===== config.mk =====
export PLATFORM = sky130hd
export DESIGN_NAME = ogg_page_packet_deframer_top
export DESIGN_NICKNAME = d
export VERILOG_FILES = /design/src/sv/opd_pkg.sv /design/src/sv/opd_ram.sv /design/src/sv/opd_ctrl.sv /design/src/sv/opd_dpath.sv /design/src/sv/ogg_page_packet_deframer_top.sv
export SDC_FILE = /design/constraint.sdc
export NUM_CORES = 2
export LEC_CHECK = 0
export BUFFER_PORTS_ARGS = -buffer_cell sky130_fd_sc_hd__buf_2
export CORE_MARGIN = 4
export CORE_UTILIZATION = 47
export CTS_CLUSTER_SIZE = 14
export DETAILED_ROUTE_END_ITERATION = 12
export HOLD_SLACK_MARGIN = 0.15
export MAX_ROUTING_LAYER = met4
export SETUP_SLACK_MARGIN = 0.05
export SLEW_MARGIN = 30
export SYNTH_ARGS = -nofsm -noshare
export SYNTH_HDL_FRONTEND = slang
export SYNTH_SLANG_ARGS = --single-unit

===== constraint.sdc =====
create_clock -name clk_i -period 11.63 [get_ports clk_i]
set_input_delay 0.5815 -clock clk_i [delete_from_list [all_inputs] [get_ports clk_i]]
set_output_delay 0.5815 -clock clk_i [all_outputs]
set_load 0.005 [all_outputs]

===== src/sv/opd_pkg.sv =====
// Shared types and constants for the page deframer.
// Holds header layout, capture pattern, output selector and the
// controller/datapath command and status structs. No dependencies.
`default_nettype none

package opd_pkg;

  localparam int unsigned MaxSegDefault = 255;

  // Page header layout (byte offsets)
  localparam int unsigned CapLen   = 4;
  localparam int unsigned GranLo   = 6;
  localparam int unsigned SerialLo = 14;
  localparam int unsigned SeqLo    = 18;
  localparam int unsigned SeqHi    = 21;
  localparam int unsigned CountPos = 26;

  localparam logic [7:0] FullSegment = 8'd255;

  localparam logic [7:0] CaptureWord [CapLen] = '{8'h4F, 8'h67, 8'h67, 8'h53};

  typedef enum logic [2:0] {
    OUT_BYTE  = 3'd0,  // mid-segment payload byte
    OUT_PEND  = 3'd1,  // held last byte of a segment, end as computed
    OUT_CLOSE = 3'd2,  // held last byte, closed by a zero-length segment
    OUT_MARK  = 3'd3,  // bare end marker
    OUT_ERR   = 3'd4   // capture error
  } out_sel_e;

  typedef struct packed {
    logic     hdr_take;
    logic     tab_take;
    logic     pay_take;
    logic     seek_rd;
    logic     seek_skip;
    logic     seek_load;
    logic     out_load;
    out_sel_e out_sel;
  } opd_cmd_t;

  typedef struct packed {
    logic hdr_capture;
    logic capture_ok;
    logic hdr_last;
    logic byte_zero;
    logic table_last;
    logic cursor_done;
    logic rd_zero;
    logic has_bytes;
    logic pending;
    logic seg_last;
    logic slot_free;
  } opd_sts_t;

endpackage

`default_nettype wire


===== src/sv/opd_ram.sv =====
// Generic single-port-write, single-port-read RAM with registered read data.
// No dependencies.
`default_nettype none

module opd_ram #(
  parameter int unsigned Width = 8,
  parameter int unsigned Depth = 4,
  localparam int unsigned AddrW = (Depth > 1) ? $clog2(Depth) : 1
) (
  input  wire logic             clk_i,
  input  wire logic             we_i,
  input  wire logic [AddrW-1:0] waddr_i,
  input  wire logic [Width-1:0] wdata_i,
  input  wire logic             re_i,
  input  wire logic [AddrW-1:0] raddr_i,
  output logic      [Width-1:0] rdata_o
);

  logic [Width-1:0] mem_q [Depth];
  logic [Width-1:0] rdata_q;

  always_ff @(posedge clk_i) begin
    if (we_i) begin
      mem_q[waddr_i] <= wdata_i;
    end
    if (re_i) begin
      rdata_q <= mem_q[raddr_i];
    end
  end

  assign rdata_o = rdata_q;

endmodule

`default_nettype wire


===== src/sv/opd_ctrl.sv =====
// Parse controller: sequences header, segment table, payload and the
// segment seek walk. Depends on opd_pkg.
`default_nettype none

module opd_ctrl
  import opd_pkg::*;
(
  input  wire logic     clk_i,
  input  wire logic     rst_ni,
  input  wire logic     in_valid_i,
  output logic          in_ready_o,
  input  wire opd_sts_t sts_i,
  output opd_cmd_t      cmd_o
);

  localparam logic [2:0] ST_HEADER   = 3'd0;
  localparam logic [2:0] ST_TABLE    = 3'd1;
  localparam logic [2:0] ST_PAYLOAD  = 3'd2;
  localparam logic [2:0] ST_SEEK_REQ = 3'd3;
  localparam logic [2:0] ST_SEEK_CHK = 3'd4;
  localparam logic [2:0] ST_HALT     = 3'd5;

  logic [2:0] state_q, state_d;
  logic       take;

  assign take = in_valid_i && in_ready_o;

  always_comb begin
    state_d    = state_q;
    cmd_o      = '0;
    in_ready_o = 1'b0;
    unique case (state_q)
      ST_HEADER: begin
        in_ready_o = !sts_i.hdr_capture || sts_i.slot_free;
        if (take) begin
          if (sts_i.hdr_capture && !sts_i.capture_ok) begin
            cmd_o.out_load = 1'b1;
            cmd_o.out_sel  = OUT_ERR;
            state_d        = ST_HALT;
          end else begin
            cmd_o.hdr_take = 1'b1;
            if (sts_i.hdr_last && !sts_i.byte_zero) begin
              state_d = ST_TABLE;
            end
          end
        end
      end
      ST_TABLE: begin
        in_ready_o = 1'b1;
        if (take) begin
          cmd_o.tab_take = 1'b1;
          if (sts_i.table_last) begin
            state_d = ST_SEEK_REQ;
          end
        end
      end
      ST_PAYLOAD: begin
        in_ready_o = sts_i.slot_free;
        if (take) begin
          cmd_o.pay_take = 1'b1;
          if (sts_i.seg_last) begin
            // hold the byte until the next segment tells whether it ends
            state_d = ST_SEEK_REQ;
          end else begin
            cmd_o.out_load = 1'b1;
            cmd_o.out_sel  = OUT_BYTE;
          end
        end
      end
      ST_SEEK_REQ: begin
        if (sts_i.cursor_done) begin
          if (!sts_i.pending) begin
            state_d = ST_HEADER;
          end else if (sts_i.slot_free) begin
            cmd_o.out_load = 1'b1;
            cmd_o.out_sel  = OUT_PEND;
            state_d        = ST_HEADER;
          end
        end else begin
          cmd_o.seek_rd = 1'b1;
          state_d       = ST_SEEK_CHK;
        end
      end
      ST_SEEK_CHK: begin
        if (sts_i.rd_zero) begin
          if (!sts_i.has_bytes) begin
            cmd_o.seek_skip = 1'b1;
            state_d         = ST_SEEK_REQ;
          end else if (sts_i.slot_free) begin
            // a zero-length segment closes the open packet
            cmd_o.seek_skip = 1'b1;
            cmd_o.out_load  = 1'b1;
            cmd_o.out_sel   = sts_i.pending ? OUT_CLOSE : OUT_MARK;
            state_d         = ST_SEEK_REQ;
          end
        end else begin
          if (!sts_i.pending) begin
            cmd_o.seek_load = 1'b1;
            state_d         = ST_PAYLOAD;
          end else if (sts_i.slot_free) begin
            cmd_o.seek_load = 1'b1;
            cmd_o.out_load  = 1'b1;
            cmd_o.out_sel   = OUT_PEND;
            state_d         = ST_PAYLOAD;
          end
        end
      end
      ST_HALT: begin
        // drop every byte until reset
        in_ready_o = 1'b1;
        state_d    = ST_HALT;
      end
      default: begin
        state_d = ST_HEADER;
      end
    endcase
  end

  always_ff @(posedge clk_i or negedge rst_ni) begin
    if (!rst_ni) begin
      state_q <= ST_HEADER;
    end else begin
      state_q <= state_d;
    end
  end

  a_halt_sticky: assert property (@(posedge clk_i) disable iff (!rst_ni)
    state_q == ST_HALT |=> state_q == ST_HALT)
    else $error("left halt without reset");

  a_err_halts: assert property (@(posedge clk_i) disable iff (!rst_ni)
    cmd_o.out_load && cmd_o.out_sel == OUT_ERR |=> state_q == ST_HALT)
    else $error("capture error without halt");

endmodule

`default_nettype wire


===== src/sv/opd_dpath.sv =====
// Datapath: header stores, segment bookkeeping, segment size RAM,
// held last-byte and the output register. Depends on opd_pkg, opd_ram.
`default_nettype none

module opd_dpath
  import opd_pkg::*;
#(
  parameter int unsigned MaxSegments = MaxSegDefault
) (
  input  wire logic        clk_i,
  input  wire logic        rst_ni,
  input  wire logic [7:0]  stream_byte_i,
  input  wire opd_cmd_t    cmd_i,
  output opd_sts_t         sts_o,
  input  wire logic        out_ready_i,
  output logic             out_valid_o,
  output logic [7:0]       payload_byte_o,
  output logic             byte_present_o,
  output logic             packet_end_o,
  output logic             capture_error_o,
  output logic [31:0]      page_sequence_o,
  output logic [31:0]      stream_serial_o,
  output logic signed [63:0] granule_position_o
);

  localparam int unsigned AddrW = (MaxSegments > 1) ? $clog2(MaxSegments) : 1;
  localparam logic [7:0] MaxSeg8 = 8'(MaxSegments);

  logic [4:0]  pos_q, pos_d;
  logic [63:0] gran_q, gran_d;
  logic [31:0] serial_q, serial_d;
  logic [31:0] seq_q, seq_d;
  logic [7:0]  total_q, total_d;
  logic [7:0]  cursor_q, cursor_d;
  logic [7:0]  remain_q, remain_d;
  logic [7:0]  size_q, size_d;
  logic        has_bytes_q, has_bytes_d;
  logic        pend_q, pend_d;
  logic [7:0]  pend_byte_q;
  logic        pend_end_q;

  logic        out_valid_q;
  logic [7:0]  out_byte_q;
  logic        out_present_q, out_end_q, out_err_q;
  logic [31:0] out_seq_q, out_serial_q;
  logic [63:0] out_gran_q;

  logic [7:0]  rdata;
  logic        ram_we;
  logic [2:0]  gidx;
  logic [1:0]  sidx, qidx;

  assign gidx = 3'(pos_q - 5'(GranLo));
  assign sidx = 2'(pos_q - 5'(SerialLo));
  assign qidx = 2'(pos_q - 5'(SeqLo));

  assign ram_we = cmd_i.tab_take && (cursor_q < MaxSeg8);

  opd_ram #(
    .Width (8),
    .Depth (MaxSegments)
  ) u_seg_ram (
    .clk_i   (clk_i),
    .we_i    (ram_we),
    .waddr_i (cursor_q[AddrW-1:0]),
    .wdata_i (stream_byte_i),
    .re_i    (cmd_i.seek_rd),
    .raddr_i (cursor_q[AddrW-1:0]),
    .rdata_o (rdata)
  );

  // Status toward the controller
  always_comb begin
    sts_o.hdr_capture = pos_q < 5'(CapLen);
    sts_o.capture_ok  = stream_byte_i == CaptureWord[pos_q[1:0]];
    sts_o.hdr_last    = pos_q == 5'(CountPos);
    sts_o.byte_zero   = stream_byte_i == 8'd0;
    sts_o.table_last  = ({1'b0, cursor_q} + 9'd1) >= {1'b0, total_q};
    sts_o.cursor_done = cursor_q >= total_q;
    sts_o.rd_zero     = rdata == 8'd0;
    sts_o.has_bytes   = has_bytes_q;
    sts_o.pending     = pend_q;
    sts_o.seg_last    = remain_q == 8'd1;
    sts_o.slot_free   = !out_valid_q || out_ready_i;
  end

  always_comb begin
    pos_d       = pos_q;
    gran_d      = gran_q;
    serial_d    = serial_q;
    seq_d       = seq_q;
    total_d     = total_q;
    cursor_d    = cursor_q;
    remain_d    = remain_q;
    size_d      = size_q;
    has_bytes_d = has_bytes_q;
    pend_d      = pend_q;

    if (cmd_i.hdr_take) begin
      if (pos_q == 5'(CountPos)) begin
        pos_d    = '0;
        total_d  = stream_byte_i;
        cursor_d = '0;
      end else begin
        pos_d = pos_q + 5'd1;
      end
      if (pos_q >= 5'(GranLo) && pos_q < 5'(SerialLo)) begin
        gran_d[8*gidx +: 8] = stream_byte_i;
      end else if (pos_q >= 5'(SerialLo) && pos_q < 5'(SeqLo)) begin
        serial_d[8*sidx +: 8] = stream_byte_i;
      end else if (pos_q >= 5'(SeqLo) && pos_q <= 5'(SeqHi)) begin
        seq_d[8*qidx +: 8] = stream_byte_i;
      end
    end

    if (cmd_i.tab_take) begin
      if (sts_o.table_last) begin
        // clip to what the RAM holds
        if (total_q > MaxSeg8) begin
          total_d = MaxSeg8;
        end
        cursor_d = '0;
      end else begin
        cursor_d = cursor_q + 8'd1;
      end
    end

    if (cmd_i.pay_take) begin
      remain_d    = remain_q - 8'd1;
      has_bytes_d = 1'b1;
      if (remain_q == 8'd1) begin
        cursor_d = cursor_q + 8'd1;
        pend_d   = 1'b1;
        if (size_q != FullSegment) begin
          has_bytes_d = 1'b0;
        end
      end
    end

    if (cmd_i.seek_skip) begin
      cursor_d    = cursor_q + 8'd1;
      has_bytes_d = 1'b0;
    end

    if (cmd_i.seek_load) begin
      remain_d = rdata;
      size_d   = rdata;
    end

    if (cmd_i.out_load && (cmd_i.out_sel == OUT_PEND || cmd_i.out_sel == OUT_CLOSE)) begin
      pend_d = 1'b0;
    end
  end

  always_ff @(posedge clk_i or negedge rst_ni) begin
    if (!rst_ni) begin
      pos_q       <= '0;
      gran_q      <= '0;
      serial_q    <= '0;
      seq_q       <= '0;
      total_q     <= '0;
      cursor_q    <= '0;
      remain_q    <= '0;
      size_q      <= '0;
      has_bytes_q <= 1'b0;
      pend_q      <= 1'b0;
      out_valid_q <= 1'b0;
    end else begin
      pos_q       <= pos_d;
      gran_q      <= gran_d;
      serial_q    <= serial_d;
      seq_q       <= seq_d;
      total_q     <= total_d;
      cursor_q    <= cursor_d;
      remain_q    <= remain_d;
      size_q      <= size_d;
      has_bytes_q <= has_bytes_d;
      pend_q      <= pend_d;
      if (cmd_i.out_load) begin
        out_valid_q <= 1'b1;
      end else if (out_ready_i) begin
        out_valid_q <= 1'b0;
      end
    end
  end

  // Held byte and output payload
  always_ff @(posedge clk_i) begin
    if (cmd_i.pay_take && remain_q == 8'd1) begin
      pend_byte_q <= stream_byte_i;
      pend_end_q  <= size_q != FullSegment;
    end
    if (cmd_i.out_load) begin
      out_seq_q    <= seq_q;
      out_serial_q <= serial_q;
      out_gran_q   <= gran_q;
      unique case (cmd_i.out_sel)
        OUT_BYTE: begin
          out_byte_q    <= stream_byte_i;
          out_present_q <= 1'b1;
          out_end_q     <= 1'b0;
          out_err_q     <= 1'b0;
        end
        OUT_PEND: begin
          out_byte_q    <= pend_byte_q;
          out_present_q <= 1'b1;
          out_end_q     <= pend_end_q;
          out_err_q     <= 1'b0;
        end
        OUT_CLOSE: begin
          out_byte_q    <= pend_byte_q;
          out_present_q <= 1'b1;
          out_end_q     <= 1'b1;
          out_err_q     <= 1'b0;
        end
        OUT_MARK: begin
          out_byte_q    <= 8'd0;
          out_present_q <= 1'b0;
          out_end_q     <= 1'b1;
          out_err_q     <= 1'b0;
        end
        OUT_ERR: begin
          out_byte_q    <= 8'd0;
          out_present_q <= 1'b0;
          out_end_q     <= 1'b0;
          out_err_q     <= 1'b1;
        end
        default: begin
          out_byte_q    <= 8'd0;
          out_present_q <= 1'b0;
          out_end_q     <= 1'b0;
          out_err_q     <= 1'b0;
        end
      endcase
    end
  end

  assign out_valid_o        = out_valid_q;
  assign payload_byte_o     = out_byte_q;
  assign byte_present_o     = out_present_q;
  assign packet_end_o       = out_end_q;
  assign capture_error_o    = out_err_q;
  assign page_sequence_o    = out_seq_q;
  assign stream_serial_o    = out_serial_q;
  assign granule_position_o = signed'(out_gran_q);

  a_no_overwrite: assert property (@(posedge clk_i) disable iff (!rst_ni)
    cmd_i.out_load |-> !out_valid_q || out_ready_i)
    else $error("output register overwritten");

  a_pend_flushed: assert property (@(posedge clk_i) disable iff (!rst_ni)
    pend_q |-> !cmd_i.pay_take && !cmd_i.hdr_take && !cmd_i.tab_take)
    else $error("input taken while a segment end byte is held");

  a_read_in_table: assert property (@(posedge clk_i) disable iff (!rst_ni)
    cmd_i.seek_rd |-> cursor_q < total_q && cursor_q < MaxSeg8)
    else $error("segment read beyond table");

endmodule

`default_nettype wire


===== src/sv/ogg_page_packet_deframer_top.sv =====
// Top level of the page deframer with segment lacing.
// Instantiates opd_ctrl and opd_dpath; depends on opd_pkg.
//
//  Channel  | Handshake                 | Payload
//  ---------+---------------------------+------------------------------------------
//  in       | in_valid_i / in_ready_o   | stream_byte_i
//  out      | out_valid_o / out_ready_i | payload_byte_o, byte_present_o,
//           |                           | packet_end_o, capture_error_o,
//           |                           | page_sequence_o, stream_serial_o,
//           |                           | granule_position_o
//
// Header and segment table bytes transfer one per cycle unless stalled as below.
// Payload bytes transfer one per cycle inside a segment unless stalled; each
// segment boundary takes a segment RAM read and a check per segment inspected
// (so again for every zero-length segment), plus a cursor check at page end.
// Reset (rst_ni low, asynchronous) returns to capture; the segment RAM is not
// cleared since every entry is written before it is read.
// A full output register that is not being taken stalls payload bytes and
// capture bytes; after a capture error the block drops every byte until reset.
`default_nettype none

module ogg_page_packet_deframer_top
  import opd_pkg::*;
#(
  parameter int unsigned MaxSegments = MaxSegDefault
) (
  input  wire logic               clk_i,
  input  wire logic               rst_ni,
  input  wire logic               in_valid_i,
  output logic                    in_ready_o,
  input  wire logic [7:0]         stream_byte_i,
  output logic                    out_valid_o,
  input  wire logic               out_ready_i,
  output logic [7:0]              payload_byte_o,
  output logic                    byte_present_o,
  output logic                    packet_end_o,
  output logic                    capture_error_o,
  output logic [31:0]             page_sequence_o,
  output logic [31:0]             stream_serial_o,
  output logic signed [63:0]      granule_position_o
);

  // command and status between the controller and the datapath
  opd_cmd_t cmd;
  opd_sts_t sts;

  // Controller: decide what each cycle does, hold input while the datapath
  // walks the segment table.
  opd_ctrl u_ctrl (
    .clk_i      (clk_i),
    .rst_ni     (rst_ni),
    .in_valid_i (in_valid_i),
    .in_ready_o (in_ready_o),
    .sts_i      (sts),
    .cmd_o      (cmd)
  );

  // Datapath: header stores, segment RAM, held last byte, output register.
  opd_dpath #(
    .MaxSegments (MaxSegments)
  ) u_dpath (
    .clk_i              (clk_i),
    .rst_ni             (rst_ni),
    .stream_byte_i      (stream_byte_i),
    .cmd_i              (cmd),
    .sts_o              (sts),
    .out_ready_i        (out_ready_i),
    .out_valid_o        (out_valid_o),
    .payload_byte_o     (payload_byte_o),
    .byte_present_o     (byte_present_o),
    .packet_end_o       (packet_end_o),
    .capture_error_o    (capture_error_o),
    .page_sequence_o    (page_sequence_o),
    .stream_serial_o    (stream_serial_o),
    .granule_position_o (granule_position_o)
  );

endmodule

`default_nettype wire

# Word level (Yosys, flattened, before mapping)
# Memories as Yosys holds them, arrays and structs flattened. A register that Yosys moved wholly into a read port is not among the register bits.
# Index checks and enable logic that the tools add are counted.
dict set report word_totals {
  n_memories 1
  reg_bits 319
  ramBits 2040
}
# name depth word_bits read_ports rd_clocked_by_memory_dff write_ports line_no
set mem_list {}
lappend mem_list {u_dpath.u_seg_ram.mem_q 255 8 1 1 1 opd_ram.sv:19} ;# logic [Width-1:0] mem_q [Depth];
dict set report op_classes {
  n_shift 6
  order_cmp 12
  bitwise 3
  reduce_logical 34
  n_addsub 10
  n_eq_ne 22
  n_mux 81
}
# operator count
set ops {}
lappend ops {{$mux 8} 16}
lappend ops {{$neg 5->34} 2}
lappend ops {{$shift 8x34->32 const A} 2}
lappend ops {{$shiftx 8x34->32} 2}
lappend ops {{$bwmux 32} 2}
lappend ops {{$bwmux 64} 1}
lappend ops {{$shift 8x34->64 const A} 1}
lappend ops {{$shiftx 8x34->64} 1}
lappend ops {{$mux 3} 15}
lappend ops {{$mux 4} 11}
lappend ops {{$neg 6->34} 1}
lappend ops {{$mux 1} 27}
lappend ops {{$pmux 3 s6} 1}
lappend ops {{$bmux 8 s2} 1}
lappend ops {{$logic_not 8->1} 2}
lappend ops {{$pmux 4 s4} 1}
lappend ops {{$pmux 8 s2} 1}
lappend ops {{$eq 3x2->1 const B} 4}
lappend ops {{$ne 4x4->1 const B} 3}
lappend ops {{$mux 5} 2}
lappend ops {{$reduce_bool 2->1} 5}
lappend ops {{$add 8x1->9 const B} 1}
lappend ops {{$eq 3x3->1 const B} 3}
lappend ops {{$ge 9x8->1} 1}
lappend ops {{39 further kinds} 62}

# Logic depth before layout (Yosys ltp)
dict set report depth {
  depth_word 15
  depth_mapped 16
}

# Cells and area by module
# From an unflattened synthesis, not the netlist that was laid out.
dict set report hier_totals {
  hier_cells 4869
  hier_area_um2 93308.2
}
# mod cells_per_inst instances area_per_inst_um2 seq_area_each_um2
set by_module_without_submodules {}
lappend by_module_without_submodules {opd_ram 3910 1 80566.0 61499.0}
lappend by_module_without_submodules {opd_dpath 896 1 12298.0 8648.3}
lappend by_module_without_submodules {opd_ctrl 63 1 444.2 75.1}

# Worst setup path before layout
# No wires, ideal clock.
dict set report synth_path {
  path_kind {register to register}
  startpoint {reg u_dpath.cursor_q[0]}
  endpoint {reg u_dpath.out_present_q (netlist: u_dpath.byte_present_o), enable pin}
  synth_period_minus_slack_ps 6909
  arrival_ps 5724
  stages_incl_launch_ff 16
  setup_slack_ps 4721
  setup_time_ps 1185
  cell_sequence {dfrtp_1 > buf_4 > buf_4 > buf_4 > buf_4 > buf_4 > buf_2 > inv_1 > ha_1 > nand2b_1 > a21oi_1 > o21ai_0 > a21oi_1 > nand3_1 > a31oi_1 > nand2_1}
}
# item line_no
set synth_rtl {}
lappend synth_rtl {{start, declared} opd_dpath.sv:34} ;# logic [7:0] cursor_q, cursor_d;
lappend synth_rtl {{start signal, assigned} opd_dpath.sv:174} ;# cursor_q <= cursor_d;
lappend synth_rtl {{end signal, assigned} opd_dpath.sv:200} ;# out_present_q <= 1'b1;
lappend synth_rtl {{end signal, assigned} opd_dpath.sv:206} ;# out_present_q <= 1'b1;
lappend synth_rtl {{end signal, assigned} opd_dpath.sv:212} ;# out_present_q <= 1'b1;
lappend synth_rtl {{end, declared} opd_dpath.sv:44} ;# logic out_present_q, out_end_q, out_err_q;

# Worst setup path in the final report
dict set report layout_path {
  startpoint {reg u_dpath.cursor_q[0]}
  endpoint {reg u_dpath.u_seg_ram.rdata_q[1] (netlist: u_dpath.u_seg_ram.rdata_o[1]) (read register of u_dpath.u_seg_ram.mem_q) (data pin)}
}
dict set report layout_via {
  elab_chain_cells 3
}
# item line_no
set layout_rtl {}
lappend layout_rtl {{$ge 8x8->1} opd_dpath.sv:79} ;# sts_o.cursor_done = cursor_q >= total_q;
lappend layout_rtl {{$mux 1} opd_ctrl.sv:71} ;# if (sts_i.cursor_done) begin
lappend layout_rtl {{$mux 1} opd_ctrl.sv:32} ;# unique case (state_q)
lappend layout_rtl {{end, declared} opd_ram.sv:20} ;# logic [Width-1:0] rdata_q;
# Parallel ways exist; a longest one is shown, timed or not.
# A chain may end at the register's enable or synchronous reset.

==> impl_metrics.tcl <==
set metrics [dict create \
    nFillCells 15260 \
    grt_overflow 0 \
    p_total_mw 21.00 \
    leakage_nw 33.75 \
    synth_ff_type "edfxtp_1" \
    antenna_found_initial 13 \
    min_period_ps 5425 \
    gp_congestion 0.8619 \
    synth_edf_count 2196 \
    hold_class "primary input to flop" \
    routedWlPerCell_um 32.17 \
    ctsHoldBuffers 7 \
    clk_pin_slew_ps 60 \
    die_height_um 450.7 \
    p_per_area_mw_per_mm2 202.3 \
    syn_avg_cell_area_um2 19.62 \
    initial_core_util_pct 47.24 \
    drt_wl_total_mm 249.5 \
    grt.total_usage_pct 25.24 \
    ios 153 \
    synthArstFlopShare_pct 7.224 \
    synth_top_cell_by_area "edfxtp_1" \
    htreeDepth 4 \
    critPathRequiredTime_ps 12240 \
    fin_ws_ps 6205 \
    grt_pass1_wl_mm 357.3 \
    vias_per_cell 6.130 \
    ys_types 74 \
    coreArea_mm2 0.1950 \
    synth_top_area_share_pct 71.58 \
    dieArea_mm2 0.2031 \
    cap_violations 0 \
    io_buffers 152 \
    finalCritPeriodShare_pct 46.65 \
    clock_latency_ps 890 \
    syn_nets 4742 \
    layout.cells.non_filler 7756 \
    dp_slack_ps 6196 \
    drc_errors 0 \
    setup.worst_path.start_class "flop" \
    cts_tree "done" \
    syn-cell-area_mm2 0.09212 \
    crit_arrival_ps 6030 \
    placed_cells 7306 \
    cts_root_buf "clkbuf_16" \
    clock-sinks 2367 \
    cts_max_path_buffers 3 \
    drt_iter0_drc 6351 \
    yosys_warnings 0 \
    cts_buffers 230 \
    hold_viol_final 0 \
    synthCells 4696 \
    synth.area.top_cells "edfxtp_1, mux4_2, dfrtp_1" \
    tns_ps 0 \
    cts.repair.resized 0 \
    placed_area_mm2 0.09596 \
    area_growth_pct 12.72 \
    ys_ff_latch 2367 \
    vdd_drop_max_uv 168.4 \
    cp_max_fo 98 \
    setup_viol 0 \
    grt_pass1_vias 46950 \
    cp-end-kind "flop" \
    drive_above_1_share_pct 23.56 \
    postRouteAntennaNets 0 \
    drtPass1Iterations 6 \
    cts_setup_buffers 0 \
    design_area_mm2 0.1038 \
    ys_seq_area_share_pct 76.23 \
    max_slew.worst_pin.slew_ps 1060 \
    fin_util_pct 53.25 \
    final.setup_skew_ps 51.03 \
    dp_hpwl_mm 154.3 \
    whs_ps 236.3 \
    dieWidth_um 450.7 \
    num_rows 162 \
    vias 47550 \
    rsz0062_at_grt "false" \
    slew_headroom_pct 29.16 \
    final_net_count 4969 \
    finalMaxSlewViolations 0 \
    fmax_mhz 184.3 \
    status "finished, final reports clean" \
    crit_type "flop to flop" \
    grt_max_degree 188 \
]
placed cells by master, fill, tap and decap left out, drive strengths merged, types with 13 or more instances in the layout:
| cell | instances |
|---|---|
| bufinv | 30 |
| nor2 | 373 |
| o211ai | 13 |
| mux4 | 444 |
| a31oi | 21 |
| buf | 248 |
| edfxtp | 2196 |
| o22ai | 21 |
| nand4 | 30 |
| a211oi | 15 |
| nor3 | 22 |
| nand2 | 184 |
| a221oi | 14 |
| nand3 | 70 |
| mux2i | 237 |
| a22oi | 122 |
| a21oi | 59 |
| mux2 | 109 |
| inv | 48 |
| clkbuf | 293 |
| nor2b | 15 |
| a22o | 18 |
| nor4 | 15 |
| and3 | 15 |
| ha | 34 |
| dfrtp | 171 |
| o21ai | 54 |
| clkinv | 105 |
routing by layer:
layer  global-route usage (%)  vias to the layer above  share of wire (%)
met2                    38.18                     2355                 47
met4                    7.695                        0                3.3
li1                         -                    19560                  -
met5                        -                        -                  0
met3                    4.616                      415                9.0
met1                    35.36                    25220                 41
registers in the layout, indices dropped and copies added (netlist names), 32 cells and up:
signal                      cells
u_dpath.u_seg_ram.mem_q      2040
u_dpath.gran_q                 64
u_dpath.granule_position_o     64
u_dpath.page_sequence_o        32
u_dpath.seq_q                  32
u_dpath.serial_q               32
u_dpath.stream_serial_o        32
worst paths after layout:
| check | cells past startpoint | start | end | slack, ps |
|---|---|---|---|---|
| min in group asynchronous | 2 | rst_ni | u_dpath.gran_q[23]$_DFFE_PN0P_ | 350 |
| setup / recovery | 9 | u_dpath.cursor_q[0]$_DFF_PN0_ | u_dpath.u_seg_ram.rdata_o[1]$_DFFE_PP_ | 6210 |
| setup reg to reg | 9 | u_dpath.cursor_q[0]$_DFF_PN0_ | u_dpath.u_seg_ram.rdata_o[1]$_DFFE_PP_ | 6210 |
| max in group asynchronous | 3 | rst_ni | u_dpath.cursor_q[3]$_DFF_PN0_ | 9980 |
| hold / removal | 5 | in_valid_i | u_dpath.remain_q[6]$_DFFE_PN0P_ | 240 |
| hold reg to reg | 0 | u_dpath.serial_q[11]$_DFFE_PN0P_ | u_dpath.stream_serial_o[11]$_DFFE_PP_ | 440 |
cell usage after synthesis, types with 7 or more instances:
| library cell | count |
|---|---|
| nand4_1 | 28 |
| mux2i_1 | 237 |
| a22o_1 | 18 |
| ha_1 | 34 |
| nor2_1 | 373 |
| nand3_1 | 70 |
| a31oi_1 | 21 |
| a22oi_1 | 122 |
| o21ai_0 | 53 |
| and3_1 | 15 |
| a221oi_1 | 14 |
| buf_1 | 29 |
| dfrtp_1 | 171 |
| mux2_2 | 106 |
| nor4_1 | 14 |
| a211oi_1 | 15 |
| nand2_1 | 180 |
| and2_1 | 11 |
| nand2b_1 | 11 |
| nor3_1 | 20 |
| buf_4 | 47 |
| o221ai_1 | 9 |
| buf_6 | 7 |
| inv_1 | 39 |
| o22ai_1 | 21 |
| nor2b_1 | 15 |
| xnor2_1 | 7 |
| edfxtp_1 | 2196 |
| mux4_2 | 444 |
| o2111ai_1 | 7 |
| buf_2 | 44 |
| a21oi_1 | 59 |
| clkbuf_1 | 141 |
| o211ai_1 | 13 |
| or2_2 | 7 |
cell type report:
class | instances | area [um^2] | area share [%]
Timing Repair Buffer | 264 | 1826 | 1.758
Clock inverter | 148 | 1677 | 1.615
Tap cell | 2624 | 3283 | 3.162
Clock buffer | 284 | 6010 | 5.788
Antenna cell | 9 | 22.52 | 0.02169
Inverter | 41 | 158.9 | 0.1530
Multi-Input combinational cell | 2019 | 20620 | 19.86
Sequential cell | 2367 | 70240 | 67.65
logic make-up after synthesis:
logic type | synth area share (%)
flip-flops | 76.23
multiplexers | 14.77
AND/OR/NAND/NOR | 3.860
AO/OA/AOI/OAI | 3.000
buffers and inverters | 1.573
adder cells (fa/ha/maj) | 0.4618
XOR/XNOR | 0.1046
where the power goes:
| group | switching, mW | internal, mW | leakage (nW) |
|---|---|---|---|
| sequential | 0.135 | 9.41 | 22.0 |
| clock | 3.23 | 4.35 | 3.74 |
| combinational | 2.30 | 1.58 | 7.99 |
| total | 5.67 | 15.3 | 33.7 |
critical path: stages, from the launching register on:
cell      delay, ps
dfrtp_4         990
buf_12          660
buf_4           760
mux4_2          590
mux2i_1         330
o32ai_1         140
nor3_1          550
o311ai_0        430
nor4_1          350
nand4_1         120
Power figures use the tool's default switching activity.
